**src/design/packet_script_tokenizer_macros.svh**
```systemverilog
// Assertion macros shared by the tokenizer RTL.
`ifndef PACKET_SCRIPT_TOKENIZER_MACROS_SVH
`define PACKET_SCRIPT_TOKENIZER_MACROS_SVH

`ifndef SYNTHESIS

// Same-cycle implication, checked at every rising clock edge out of reset.
`define PST_ASSERT_IMP(label, clk, rst_n, ante, cons) \
	label: assert property (@(posedge clk) disable iff (!rst_n) (ante) |-> (cons)) \
		else $error("tokenizer assertion failed");

// Next-cycle implication, checked at every rising clock edge out of reset.
`define PST_ASSERT_NXT(label, clk, rst_n, ante, cons) \
	label: assert property (@(posedge clk) disable iff (!rst_n) (ante) |=> (cons)) \
		else $error("tokenizer assertion failed");

`else

`define PST_ASSERT_IMP(label, clk, rst_n, ante, cons)
`define PST_ASSERT_NXT(label, clk, rst_n, ante, cons)

`endif

`endif

```
**src/design/pst_pkg.sv**
```systemverilog
// Types, codes and constants of the packet script tokenizer.
`default_nettype none

package pst_pkg;

	localparam int POS_BITS = 16;
	localparam int CHAR_W   = 8;
	localparam int KIND_W   = 4;
	localparam int ERR_W    = 3;
	localparam int OUT_W    = 16;
	localparam int MAX_RES  = 3;

	localparam logic [POS_BITS-1:0] POS_MAX = '1;

	localparam logic [KIND_W-1:0] K_IDENT  = 4'd0;
	localparam logic [KIND_W-1:0] K_STRING = 4'd1;
	localparam logic [KIND_W-1:0] K_INT    = 4'd2;
	localparam logic [KIND_W-1:0] K_EQUAL  = 4'd3;
	localparam logic [KIND_W-1:0] K_LPAREN = 4'd4;
	localparam logic [KIND_W-1:0] K_RPAREN = 4'd5;
	localparam logic [KIND_W-1:0] K_COMMA  = 4'd6;
	localparam logic [KIND_W-1:0] K_SLASH  = 4'd7;
	localparam logic [KIND_W-1:0] K_COLON  = 4'd8;
	localparam logic [KIND_W-1:0] K_EOF    = 4'd9;

	localparam logic [ERR_W-1:0] E_NONE   = 3'd0;
	localparam logic [ERR_W-1:0] E_UNTERM = 3'd1;
	localparam logic [ERR_W-1:0] E_HEX    = 3'd2;
	localparam logic [ERR_W-1:0] E_CHAR   = 3'd3;
	localparam logic [ERR_W-1:0] E_LONG   = 3'd4;

	localparam logic [CHAR_W-1:0] CH_ZERO   = 8'h30;
	localparam logic [CHAR_W-1:0] CH_NINE   = 8'h39;
	localparam logic [CHAR_W-1:0] CH_LOW_X  = 8'h78;
	localparam logic [CHAR_W-1:0] CH_UP_X   = 8'h58;
	localparam logic [CHAR_W-1:0] CH_MINUS  = 8'h2D;
	localparam logic [CHAR_W-1:0] CH_QUOTE  = 8'h22;
	localparam logic [CHAR_W-1:0] CH_BSLASH = 8'h5C;
	localparam logic [CHAR_W-1:0] CH_UNDER  = 8'h5F;
	localparam logic [CHAR_W-1:0] CH_EQUAL  = 8'h3D;
	localparam logic [CHAR_W-1:0] CH_LPAREN = 8'h28;
	localparam logic [CHAR_W-1:0] CH_RPAREN = 8'h29;
	localparam logic [CHAR_W-1:0] CH_COMMA  = 8'h2C;
	localparam logic [CHAR_W-1:0] CH_SLASH  = 8'h2F;
	localparam logic [CHAR_W-1:0] CH_COLON  = 8'h3A;
	localparam logic [CHAR_W-1:0] CH_SPACE  = 8'h20;
	localparam logic [CHAR_W-1:0] CH_TAB    = 8'h09;
	localparam logic [CHAR_W-1:0] CH_LF     = 8'h0A;
	localparam logic [CHAR_W-1:0] CH_CR     = 8'h0D;
	localparam logic [CHAR_W-1:0] CH_LOW_A  = 8'h61;
	localparam logic [CHAR_W-1:0] CH_LOW_F  = 8'h66;
	localparam logic [CHAR_W-1:0] CH_LOW_Z  = 8'h7A;
	localparam logic [CHAR_W-1:0] CH_UP_A   = 8'h41;
	localparam logic [CHAR_W-1:0] CH_UP_F   = 8'h46;
	localparam logic [CHAR_W-1:0] CH_UP_Z   = 8'h5A;

	typedef enum logic [3:0] {
		M_IDLE  = 4'd0,
		M_IDENT = 4'd1,
		M_ZERO  = 4'd2,
		M_DEC   = 4'd3,
		M_HEX0  = 4'd4,
		M_HEX   = 4'd5,
		M_MINUS = 4'd6,
		M_STR   = 4'd7,
		M_ESC   = 4'd8
	} lex_mode_t;

	typedef struct packed {
		logic [CHAR_W-1:0] char_in;
		logic              end_of_source;
		logic              no_char;
	} item_t;

	typedef struct packed {
		logic [KIND_W-1:0] token_kind;
		logic [ERR_W-1:0]  error_kind;
		logic [OUT_W-1:0]  start_pos;
		logic [OUT_W-1:0]  token_len;
		logic [CHAR_W-1:0] bad_char;
	} res_t;

	typedef struct packed {
		res_t [MAX_RES-1:0] res;
		logic [1:0]         count;
	} batch_t;

endpackage

`default_nettype wire

```
**src/design/pst_ifs.sv**
```systemverilog
// Valid/ready channel interfaces for source bytes and tokens.
`default_nettype none

interface pst_in_if import pst_pkg::*; ();
	logic              valid;
	logic              ready;
	logic [CHAR_W-1:0] char_in;
	logic              end_of_source;
	logic              no_char;

	modport source(output valid, char_in, end_of_source, no_char, input ready);
	modport sink(input valid, char_in, end_of_source, no_char, output ready);
endinterface

interface pst_out_if import pst_pkg::*; ();
	logic              valid;
	logic              ready;
	logic [KIND_W-1:0] token_kind;
	logic [ERR_W-1:0]  error_kind;
	logic [OUT_W-1:0]  start_pos;
	logic [OUT_W-1:0]  token_len;
	logic [CHAR_W-1:0] bad_char;
	logic              last_of_run;

	modport source(output valid, token_kind, error_kind, start_pos, token_len, bad_char,
		last_of_run, input ready);
	modport sink(input valid, token_kind, error_kind, start_pos, token_len, bad_char,
		last_of_run, output ready);
endinterface

`default_nettype wire

```
**src/design/pst_lexer.sv**
```systemverilog
// Lexer state and the single-pass logic that turns one item into up to three tokens.
`default_nettype none

module pst_lexer import pst_pkg::*; (
	input  logic   clk,
	input  logic   arst_n,
	input  logic   commit,
	input  item_t  item,
	output batch_t batch
);

	lex_mode_t           mode_q, mode_v;
	logic [POS_BITS-1:0] pos_q, pos_v;
	logic [POS_BITS-1:0] tstart_q, tstart_v;
	logic                sink_q, sink_v;

	function automatic logic is_num(input logic [CHAR_W-1:0] c);
		return c >= CH_ZERO && c <= CH_NINE;
	endfunction

	function automatic logic is_alpha(input logic [CHAR_W-1:0] c);
		return (c >= CH_LOW_A && c <= CH_LOW_Z) || (c >= CH_UP_A && c <= CH_UP_Z);
	endfunction

	function automatic logic is_hex(input logic [CHAR_W-1:0] c);
		return is_num(c) || (c >= CH_LOW_A && c <= CH_LOW_F) ||
			(c >= CH_UP_A && c <= CH_UP_F);
	endfunction

	function automatic logic is_ident_cont(input logic [CHAR_W-1:0] c);
		return is_alpha(c) || is_num(c) || c == CH_UNDER;
	endfunction

	function automatic logic is_space(input logic [CHAR_W-1:0] c);
		return c == CH_SPACE || c == CH_TAB || c == CH_LF || c == CH_CR;
	endfunction

	function automatic logic [KIND_W-1:0] symbol_kind(input logic [CHAR_W-1:0] c);
		logic [KIND_W-1:0] k;
		unique case (c)
			CH_EQUAL:  k = K_EQUAL;
			CH_LPAREN: k = K_LPAREN;
			CH_RPAREN: k = K_RPAREN;
			CH_COMMA:  k = K_COMMA;
			CH_SLASH:  k = K_SLASH;
			CH_COLON:  k = K_COLON;
			default:   k = K_IDENT;
		endcase
		return k;
	endfunction

	function automatic res_t make_res(input logic [KIND_W-1:0] kind,
		input logic [ERR_W-1:0] err, input logic [POS_BITS-1:0] at,
		input logic [POS_BITS-1:0] len, input logic [CHAR_W-1:0] bad);
		res_t r;
		r.token_kind = kind;
		r.error_kind = err;
		r.start_pos  = OUT_W'(at);
		r.token_len  = OUT_W'(len);
		r.bad_char   = bad;
		return r;
	endfunction

	always_comb begin
		logic [CHAR_W-1:0] c;
		logic              close_f;
		logic              begin_f;
		logic [1:0]        n;
		batch_t            b;

		c       = item.char_in;
		close_f = 1'b0;
		begin_f = 1'b0;
		n       = 2'd0;
		b       = '0;
		mode_v   = mode_q;
		pos_v    = pos_q;
		tstart_v = tstart_q;
		sink_v   = sink_q;

		if (!item.no_char && !sink_q) begin
			if (pos_q == POS_MAX) begin
				b.res[n] = make_res(K_EOF, E_LONG, pos_q, '0, '0);
				n = n + 2'd1;
				sink_v = 1'b1;
				mode_v = M_IDLE;
			end else begin
				unique case (mode_q)
					M_IDENT: begin
						if (!is_ident_cont(c)) begin
							close_f = 1'b1;
						end
					end
					M_ZERO: begin
						if (c == CH_LOW_X || c == CH_UP_X) begin
							mode_v = M_HEX0;
						end else if (is_num(c)) begin
							mode_v = M_DEC;
						end else begin
							close_f = 1'b1;
						end
					end
					M_DEC: begin
						if (!is_num(c)) begin
							close_f = 1'b1;
						end
					end
					M_HEX0: begin
						if (is_hex(c)) begin
							mode_v = M_HEX;
						end else begin
							b.res[n] = make_res(K_EOF, E_HEX, tstart_q, '0, '0);
							n = n + 2'd1;
							sink_v = 1'b1;
							mode_v = M_IDLE;
						end
					end
					M_HEX: begin
						if (!is_hex(c)) begin
							close_f = 1'b1;
						end
					end
					M_MINUS: begin
						if (c == CH_ZERO) begin
							mode_v = M_ZERO;
						end else if (is_num(c)) begin
							mode_v = M_DEC;
						end else begin
							b.res[n] = make_res(K_EOF, E_CHAR, tstart_q, '0, CH_MINUS);
							n = n + 2'd1;
							sink_v = 1'b1;
							mode_v = M_IDLE;
						end
					end
					M_STR: begin
						if (c == CH_QUOTE) begin
							b.res[n] = make_res(K_STRING, E_NONE, tstart_q,
								pos_q + POS_BITS'(1) - tstart_q, '0);
							n = n + 2'd1;
							mode_v = M_IDLE;
						end else if (c == CH_BSLASH) begin
							mode_v = M_ESC;
						end
					end
					M_ESC: begin
						mode_v = M_STR;
					end
					default: begin
						begin_f = 1'b1;
					end
				endcase

				if (close_f) begin
					b.res[n] = make_res((mode_q == M_IDENT) ? K_IDENT : K_INT, E_NONE,
						tstart_q, pos_q - tstart_q, '0);
					n = n + 2'd1;
					begin_f = 1'b1;
				end

				if (begin_f) begin
					mode_v   = M_IDLE;
					tstart_v = pos_q;
					priority if (is_space(c)) begin
						mode_v = M_IDLE;
					end else if (c == CH_MINUS) begin
						mode_v = M_MINUS;
					end else if (c == CH_QUOTE) begin
						mode_v = M_STR;
					end else if (c == CH_ZERO) begin
						mode_v = M_ZERO;
					end else if (is_num(c)) begin
						mode_v = M_DEC;
					end else if (is_alpha(c) || c == CH_UNDER) begin
						mode_v = M_IDENT;
					end else if (symbol_kind(c) != K_IDENT) begin
						b.res[n] = make_res(symbol_kind(c), E_NONE, pos_q, POS_BITS'(1), '0);
						n = n + 2'd1;
					end else begin
						b.res[n] = make_res(K_EOF, E_CHAR, pos_q, '0, c);
						n = n + 2'd1;
						sink_v = 1'b1;
					end
				end

				pos_v = pos_q + POS_BITS'(1);
			end
		end

		if (item.end_of_source) begin
			if (!sink_v) begin
				unique case (mode_v)
					M_IDENT: begin
						b.res[n] = make_res(K_IDENT, E_NONE, tstart_v, pos_v - tstart_v, '0);
						n = n + 2'd1;
					end
					M_ZERO, M_DEC, M_HEX: begin
						b.res[n] = make_res(K_INT, E_NONE, tstart_v, pos_v - tstart_v, '0);
						n = n + 2'd1;
					end
					M_HEX0: begin
						b.res[n] = make_res(K_EOF, E_HEX, tstart_v, '0, '0);
						n = n + 2'd1;
						sink_v = 1'b1;
					end
					M_MINUS: begin
						b.res[n] = make_res(K_EOF, E_CHAR, tstart_v, '0, CH_MINUS);
						n = n + 2'd1;
						sink_v = 1'b1;
					end
					M_STR, M_ESC: begin
						b.res[n] = make_res(K_EOF, E_UNTERM, tstart_v, '0, '0);
						n = n + 2'd1;
						sink_v = 1'b1;
					end
					default: begin
					end
				endcase
				if (!sink_v) begin
					b.res[n] = make_res(K_EOF, E_NONE, pos_v, '0, '0);
					n = n + 2'd1;
				end
			end
			mode_v   = M_IDLE;
			pos_v    = '0;
			tstart_v = '0;
			sink_v   = 1'b0;
		end

		b.count = n;
		batch   = b;
	end

	always_ff @(posedge clk or negedge arst_n) begin
		if (!arst_n) begin
			mode_q   <= M_IDLE;
			pos_q    <= '0;
			tstart_q <= '0;
			sink_q   <= 1'b0;
		end else if (commit) begin
			mode_q   <= mode_v;
			pos_q    <= pos_v;
			tstart_q <= tstart_v;
			sink_q   <= sink_v;
		end
	end

endmodule

`default_nettype wire

```
**src/design/pst_result_buf.sv**
```systemverilog
// Result register that holds the tokens of one item and hands them out one beat at a time.
`default_nettype none

module pst_result_buf import pst_pkg::*; (
	input  logic   clk,
	input  logic   arst_n,
	input  logic   load,
	input  batch_t batch,
	output logic   free,
	pst_out_if.source tokens
);

	logic               valid_s2;
	res_t [MAX_RES-1:0] res_s2;
	logic [1:0]         cnt_s2;
	logic [1:0]         idx_q;
	logic               last;
	res_t               head;

	assign last = (idx_q == cnt_s2 - 2'd1);
	assign free = !valid_s2 || (tokens.ready && last);
	assign head = res_s2[idx_q];

	assign tokens.valid       = valid_s2;
	assign tokens.token_kind  = head.token_kind;
	assign tokens.error_kind  = head.error_kind;
	assign tokens.start_pos   = head.start_pos;
	assign tokens.token_len   = head.token_len;
	assign tokens.bad_char    = head.bad_char;
	assign tokens.last_of_run = last;

	always_ff @(posedge clk or negedge arst_n) begin
		if (!arst_n) begin
			valid_s2 <= 1'b0;
			cnt_s2   <= '0;
			idx_q    <= '0;
		end else if (load) begin
			valid_s2 <= 1'b1;
			cnt_s2   <= batch.count;
			idx_q    <= '0;
		end else if (valid_s2 && tokens.ready) begin
			if (last) begin
				valid_s2 <= 1'b0;
			end else begin
				idx_q <= idx_q + 2'd1;
			end
		end
	end

	always_ff @(posedge clk) begin
		if (load) begin
			res_s2 <= batch.res;
		end
	end

endmodule

`default_nettype wire

```
**src/design/packet_script_tokenizer.sv**
```systemverilog
// Top level of the packet script tokenizer: input register, lexer and result register.
//
//   channel   direction   beat carries
//   items     in          char_in, end_of_source, no_char
//   tokens    out         token_kind, error_kind, start_pos, token_len, bad_char, last_of_run
//
// An item is taken into the input register and lexed from there; when the lexer commits,
// its tokens land in the result register. One item per cycle is sustained while tokens are
// taken and each item yields at most one token; an item with k tokens holds the result
// register for k output beats, and items with no token pass freely.
// Reset clears the lexer state and both valid flags; no clearing pass is needed.
// A stalled token channel backs up into the input register and then stalls the items channel.
`default_nettype none
`include "packet_script_tokenizer_macros.svh"

module packet_script_tokenizer import pst_pkg::*; (
	input  logic clk,
	input  logic arst_n,
	pst_in_if.sink    items,
	pst_out_if.source tokens
);

	logic   valid_s1;
	item_t  item_s1;
	batch_t batch;
	logic   buf_free;
	logic   proceed;

	assign proceed     = valid_s1 && (batch.count == 2'd0 || buf_free);
	assign items.ready = !valid_s1 || proceed;

	always_ff @(posedge clk or negedge arst_n) begin
		if (!arst_n) begin
			valid_s1 <= 1'b0;
		end else if (items.valid && items.ready) begin
			valid_s1 <= 1'b1;
		end else if (proceed) begin
			valid_s1 <= 1'b0;
		end
	end

	always_ff @(posedge clk) begin
		if (items.valid && items.ready) begin
			item_s1.char_in       <= items.char_in;
			item_s1.end_of_source <= items.end_of_source;
			item_s1.no_char       <= items.no_char;
		end
	end

	pst_lexer u_lexer (
		.clk    (clk),
		.arst_n (arst_n),
		.commit (proceed),
		.item   (item_s1),
		.batch  (batch)
	);

	pst_result_buf u_result_buf (
		.clk    (clk),
		.arst_n (arst_n),
		.load   (proceed && batch.count != 2'd0),
		.batch  (batch),
		.free   (buf_free),
		.tokens (tokens)
	);

	`PST_ASSERT_IMP(a_error_is_eof, clk, arst_n, tokens.valid && tokens.error_kind != E_NONE, tokens.token_kind == K_EOF && tokens.token_len == '0)
	`PST_ASSERT_NXT(a_run_continues, clk, arst_n, tokens.valid && tokens.ready && !tokens.last_of_run, tokens.valid)
	`PST_ASSERT_NXT(a_item_held, clk, arst_n, items.valid && items.ready, valid_s1)

endmodule

`default_nettype wire

```
**src/flat_wrapper.sv**
```systemverilog
// flat-port wrapper written by rule: the top's interface ports become plain ports
module packet_script_tokenizer_flat import pst_pkg::*;
  (clk, arst_n, items_valid, items_char_in, items_end_of_source, items_no_char, items_ready, tokens_valid, tokens_token_kind, tokens_error_kind, tokens_start_pos, tokens_token_len, tokens_bad_char, tokens_last_of_run, tokens_ready);
  pst_in_if items_i ();
  pst_out_if tokens_i ();
  input  logic clk;
  input  logic arst_n;
  input wire logic [$bits(items_i.valid)-1:0] items_valid;
  input wire logic [$bits(items_i.char_in)-1:0] items_char_in;
  input wire logic [$bits(items_i.end_of_source)-1:0] items_end_of_source;
  input wire logic [$bits(items_i.no_char)-1:0] items_no_char;
  output wire logic [$bits(items_i.ready)-1:0] items_ready;
  output wire logic [$bits(tokens_i.valid)-1:0] tokens_valid;
  output wire logic [$bits(tokens_i.token_kind)-1:0] tokens_token_kind;
  output wire logic [$bits(tokens_i.error_kind)-1:0] tokens_error_kind;
  output wire logic [$bits(tokens_i.start_pos)-1:0] tokens_start_pos;
  output wire logic [$bits(tokens_i.token_len)-1:0] tokens_token_len;
  output wire logic [$bits(tokens_i.bad_char)-1:0] tokens_bad_char;
  output wire logic [$bits(tokens_i.last_of_run)-1:0] tokens_last_of_run;
  input wire logic [$bits(tokens_i.ready)-1:0] tokens_ready;
  assign items_i.valid = items_valid;
  assign items_i.char_in = items_char_in;
  assign items_i.end_of_source = items_end_of_source;
  assign items_i.no_char = items_no_char;
  assign items_ready = items_i.ready;
  assign tokens_valid = tokens_i.valid;
  assign tokens_token_kind = tokens_i.token_kind;
  assign tokens_error_kind = tokens_i.error_kind;
  assign tokens_start_pos = tokens_i.start_pos;
  assign tokens_token_len = tokens_i.token_len;
  assign tokens_bad_char = tokens_i.bad_char;
  assign tokens_last_of_run = tokens_i.last_of_run;
  assign tokens_i.ready = tokens_ready;
  packet_script_tokenizer u_core (.clk(clk), .arst_n(arst_n), .items(items_i), .tokens(tokens_i));
endmodule
```
**config.mk**
```make
export PLATFORM = sky130hd
export DESIGN_NAME = packet_script_tokenizer_flat
export DESIGN_NICKNAME = d
export VERILOG_FILES = /design/src/design/pst_pkg.sv /design/src/design/pst_ifs.sv /design/src/design/pst_lexer.sv /design/src/design/pst_result_buf.sv /design/src/design/packet_script_tokenizer.sv /design/src/flat_wrapper.sv
export VERILOG_INCLUDE_DIRS = /design/src /design/src/design
export SDC_FILE = /design/constraint.sdc
export NUM_CORES = 1
export LEC_CHECK = 0
export BUFFER_PORTS_ARGS = -buffer_cell sky130_fd_sc_hd__clkbuf_2
export CAP_MARGIN = 20
export CORE_MARGIN = 4
export CORE_UTILIZATION = 42
export DETAILED_ROUTE_END_ITERATION = 16
export GPL_TIMING_DRIVEN = 0
export SKIP_CTS_REPAIR_TIMING = 1
export SLEW_MARGIN = 10
export SYNTH_ARGS = -nofsm -noshare
export SYNTH_HDL_FRONTEND = slang
export SYNTH_HIERARCHICAL = 1
export SYNTH_SLANG_ARGS = --single-unit
```
**constraint.sdc**
```tcl
create_clock -name clk -period 7.1 [get_ports clk]
set_clock_uncertainty 0.2 [all_clocks]
set_input_delay 0.71 -clock clk [delete_from_list [all_inputs] [get_ports clk]]
set_output_delay 0.71 -clock clk [all_outputs]
set_load 0.05 [all_outputs]
```
# ---- Word-level counts from Yosys, hierarchy flattened
# Cells that the tools add are included.
dict set report totals {
  register_bits 194
  in_bits 14
  out_inout_bits 50
  wordCells 288
}
dict set report op_classes {
  n_addsub 10
  magnitude_cmp 17
  eq_ne 36
  mux 154
  reduce_logical 45
}
# cell n
set op_table {}
lappend op_table {{$mux 141} 17}
lappend op_table {{$bwmux 141} 9}
lappend op_table {{$pmux 141 s5} 1}
lappend op_table {{$mux 47} 11}
lappend op_table {{$demux 47 s2} 4}
lappend op_table {{$pmux 47 s3} 1}
lappend op_table {{$mux 16} 7}
lappend op_table {{$mux 4} 27}
lappend op_table {{$bmux 47 s2} 1}
lappend op_table {{$mux 94} 1}
lappend op_table {{$eq 8x6->1 const B} 10}
lappend op_table {{$mux 2} 28}
lappend op_table {{$sub 16x16->16} 3}
lappend op_table {{$mux 44} 1}
lappend op_table {{$mux 1} 37}
lappend op_table {{$eq 4x3->1 const B} 8}
lappend op_table {{$eq 8x7->1 const B} 4}
lappend op_table {{$le 8x7->1 const B} 4}
lappend op_table {{$eq 8x4->1 const B} 3}
lappend op_table {{$pmux 4 s6} 1}
lappend op_table {{$pmux 4 s5} 1}
lappend op_table {{$add 16x1->16 const B} 1}
lappend op_table {{$eq 16x16->1 const B} 1}
lappend op_table {{$eq 4x2->1 const B} 4}
lappend op_table {{26 further kinds} 77}

# ---- Logic depth before layout (Yosys ltp)
dict set report logic_depth {
  word_depth 45
  mapped_depth 23
  mapped_depth_nobuf 21
}

# ---- Cells and area by module
# Netlist, hierarchy kept.
# module instances cells_each area_per_inst_um2 seq_area_each_um2
set modules_own_cells {}
lappend modules_own_cells {pst_lexer 1 1129 7896.3 925.9}
lappend modules_own_cells {pst_result_buf 1 324 5475.3 4359.2}
lappend modules_own_cells {packet_script_tokenizer 1 17 370.4 325.3}

# ---- Least setup slack after synthesis
# No wires, ideal clock.
dict set report synth_timing {
  path_type {flip-flop to flip-flop}
  start {register u_core/item_s1[2] (netlist name)}
  end {register u_core.u_result_buf.cnt_s2[0]}
  setup_ns 0.136
  arrival_time_ns 7.552
  required_ns 6.764
  slack_ns -0.787
  path_stages_with_launch 17
  path_buffers 2
  period_less_slack_ns 7.887
  path_cell_list {edfxtp_1 clkbuf_1 or3_1 o311ai_1 o211ai_1 nand3_1 clkbuf_1 ha_1 xor2_1 o21ai_1 ha_1 mux2i_1 ha_1 or3_1 o311ai_0 o211a_1 mux2_2}
}
# item line_no
set synth_rtl {}
lappend synth_rtl {{start: declaration} packet_script_tokenizer.sv:24} ;# item_t item_s1;
lappend synth_rtl {{end signal: assignment} pst_result_buf.sv:39} ;# cnt_s2 <= batch.count;
lappend synth_rtl {{end: declaration} pst_result_buf.sv:15} ;# logic [1:0] cnt_s2;

==> metrics.cfg <==
[finish]
layout-drive-gt1-share_pct = 11.6
antennaDiodeCount = 0
area_growth_pct = 11.6
nets = 1629
fin_area_sq_um = 15300
fin_util_pct = 48.1
n_fill_cell = 3103

[synthesis]
synth_ff_type = edfxtp_1
synth-edff-count = 151
synth_area_sq_um = 13700
seq_area_frac_synth_pct = 40.8
synthCells = 1470
ys_warn_count = 6
avgSynthCellArea_sq_um = 9.35
synthArstFlopShare_pct = 22.2
ys_ff_latch = 194
ys_types = 99

[global_route]
track_usage_pct = 25.2
grt_pass1_vias = 11500
busiest_layer = met2
grt_max_degree = 59
gr-usage-met2_pct = 38.3
antenna_found_initial = 0
grtUsageMet1_pct = 38.0
grt_use_met3_pct = 3.67
grt.overflow.total = 0
grt_pass1_wl_mm = 69.8

[floorplan]
start_util_pct = 43.1
die_y_um = 189
io_pins = 64
coreArea_sq_um = 31900
dieArea_sq_um = 35700
die_w_um = 189
rows = 65

[timing]
period_share_pct = 95.8
finalSetupViolations = 0
fin_crit_ns = 6.80
worst_pin_slew_ns = 1.03
grt_setup_unrepaired = no
slew_headroom_pct = 31.5
maxSlewViolCount = 0
fmaxAchievable_mhz = 147
fin_setup_tns_ns = 0
finalHoldViolations = 0

[clocking]
htreeDepth = 4
clkLatencyLatePin_ns = 0.45
clk_pin_slew_ns = 0.08
cts_tree = built
cts_made_buffers = 17
cts_root_buf = clkbuf_16
cts_buffer_depth = 2
clock-sinks = 194

[detailed_routing]
ant_nets = 0
dr.pass1.iters = 6
avgViaCountPerCell = 6.10
drc = 0
finalWirelength_mm = 45.8
vias = 12200
post_drt_wl_per_cell_um = 22.9
dr.first_iter.drc_count = 1567

[hold_path]
hold_class = in -> async

[power]
leakage_uw = 0.00570
ir_drop_mv = 0.286
p_per_area_nw_per_um2 = 514

[placement]
placed_area_sq_um = 14700
routabilityCongestion = 0.963
post-dp-hpwl_mm = 35.5
port_buffers = 63

[run]
drv_cap = 0

[worst_setup_path]
critical_path_class = reg -> reg
arrival_ns = 6.82
crit_required_ns = 7.12
startpoint_type = register
crit_path_end_kind = register
cp_max_fo = 10

[outcome]
outcome = complete, no violations

==> worst max-delay path, stage by stage, from the launching register on <==
cell and delay [ns]:
dfrtp_1 0.62, ha_1 0.30, nand3_1 0.22, nor2_2 0.36
and4_1 0.24, clkbuf_2 0.23, nor2_1 0.19, nand2_1 0.40
clkbuf_2 0.43, mux2i_1 0.60, ha_1 0.34, nor3_1 0.10
a2111oi_1 0.56, nor3_1 0.18, o41a_1 0.49, o21ai_0 0.25
xnor2_1 0.18, or4_1 0.51, o21ai_0 0.16
==> flip-flops by register name, summed over array words and instances, names as in the netlist <==
| name | cells |
|---|---|
| u_core/item_s1 | 10 |
| u_core/u_lexer/mode_q | 4 |
| u_core/u_lexer/pos_q | 16 |
| u_core/u_lexer/sink_q | 1 |
| u_core/u_lexer/tstart_q | 16 |
| u_core/u_result_buf/cnt_s2 | 2 |
| u_core/u_result_buf/idx_q | 2 |
| u_core/u_result_buf/res_s2 | 141 |
| u_core/u_result_buf/tokens.valid | 1 |
| u_core/valid_s1 | 1 |
==> Yosys cell counts, types with 6 or more instances <==
library cell	n	area [sq um]
o21ai_0	110	551
dfrtp_1	43	1080
a2bb2oi_1	12	105
ha_1	56	701
or3_1	22	138
and3_1	15	93.8
a31oi_1	10	62.6
nand2b_1	11	68.8
nand4_1	6	37.5
inv_1	66	248
a22o_1	6	52.6
buf_2	26	130
or2_2	7	43.8
a21o_1	12	90.1
o31a_1	6	52.6
o211ai_1	15	113
a221oi_1	8	70.1
nand2_1	157	589
clkbuf_1	58	218
a21oi_1	65	325
o41ai_1	7	61.3
nand3_1	38	190
a22oi_1	20	150
xor2_1	12	105
edfxtp_1	151	4530
nor2_1	110	413
and2_1	12	75.1
mux2i_1	69	691
o21a_1	23	173
nor3_1	45	225
o22ai_1	43	269
o221ai_1	19	166
xnor2_1	57	499
nor2b_1	15	93.8
buf_4	6	45.0
==> worst paths after layout <==
check | startpoint | endpoint | slack (ns) | cells after the start
worst min register to register | u_core/u_result_buf/cnt_s2[1]$_DFFE_PN0P_ | u_core/u_result_buf/cnt_s2[1]$_DFFE_PN0P_ | 0.37 | 1
worst max register to register | u_core/u_lexer/pos_q[1]$_DFFE_PN0P_ | u_core/u_result_buf/res_s2[23]$_DFFE_PP_ | 0.30 | 18
worst min-delay path | arst_n | u_core/u_lexer/tstart_q[4]$_DFFE_PN0P_ | 0.14 | 1
worst max-delay path | u_core/u_lexer/pos_q[1]$_DFFE_PN0P_ | u_core/u_result_buf/res_s2[23]$_DFFE_PP_ | 0.30 | 18
max in group asynchronous | arst_n | u_core/u_result_buf/cnt_s2[0]$_DFFE_PN0P_ | 6.05 | 1
min in group clk | items_char_in[2] | u_core/item_s1[4]$_DFFE_PP_ | 0.24 | 1
==> logic make-up after synthesis <==
logic type               count (synthesis)  share of synthesized area [%]
AO/OA/AOI/OAI                          442                           22.3
XOR/XNOR                                69                           4.40
adder cells (fa/ha/maj)                 59                           5.54
buffers and inverters                  160                           4.79
flip-flops                             194                           40.8
multiplexers                            74                           5.46
other                                    1                         0.0273
AND/OR/NAND/NOR                        471                           16.7
==> through the flow <==
step / std cells / total power, uW / setup WS, ns / hold slack (ns)
after global routing: 2004 / 8320 / 0.0296 / 0.171
after global placement: 1969 / 6790 / -1.87 / 0.343
after detailed placement: 1971 / 6830 / -0.188 / 0.355
after floorplan: 1471 / 5450 / 0.174 / 0.214
after CTS: 2003 / 7830 / -0.400 / 0.148
final: 2004 / 7890 / 0.302 / 0.138
==> where the power goes <==
group / switching (uW) / internal [uW]
clock network: 444 / 539
registers: 169 / 1900
logic: 3490 / 1350
total: 4100 / 3780
==> layout by cell type (no fill, tap or decap), drive strengths merged, types with 46 or more instances in the layout <==
cell	instances
a21oi	65
clkbuf	149
edfxtp	151
ha	56
inv	70
mux2i	69
nand2	157
nor2	111
nor3	46
o21ai	116
xnor2	57
==> per-layer routing <==
metal / vias up / routed length, um
met5: - / 0
met4: 0 / 924
met3: 58 / 4140
met2: 605 / 19800
met1: 5878 / 21000
li1: 5682 / -
==> final cells by class <==
type                    instances  area [sq um]  share of cell area [%]
multi-input cells            1117          7540                    49.2
clock buffers                  25           541                    3.53
well taps                     435           544                    3.55
clock inverters                 7          56.3                   0.367
flip-flops and latches        194          5610                    36.6
plain buffers                  94           417                    2.72
repair buffers                 66           370                    2.42
inverters                      66           248                    1.62
Note: power is estimated with default switching activity, not from simulation.
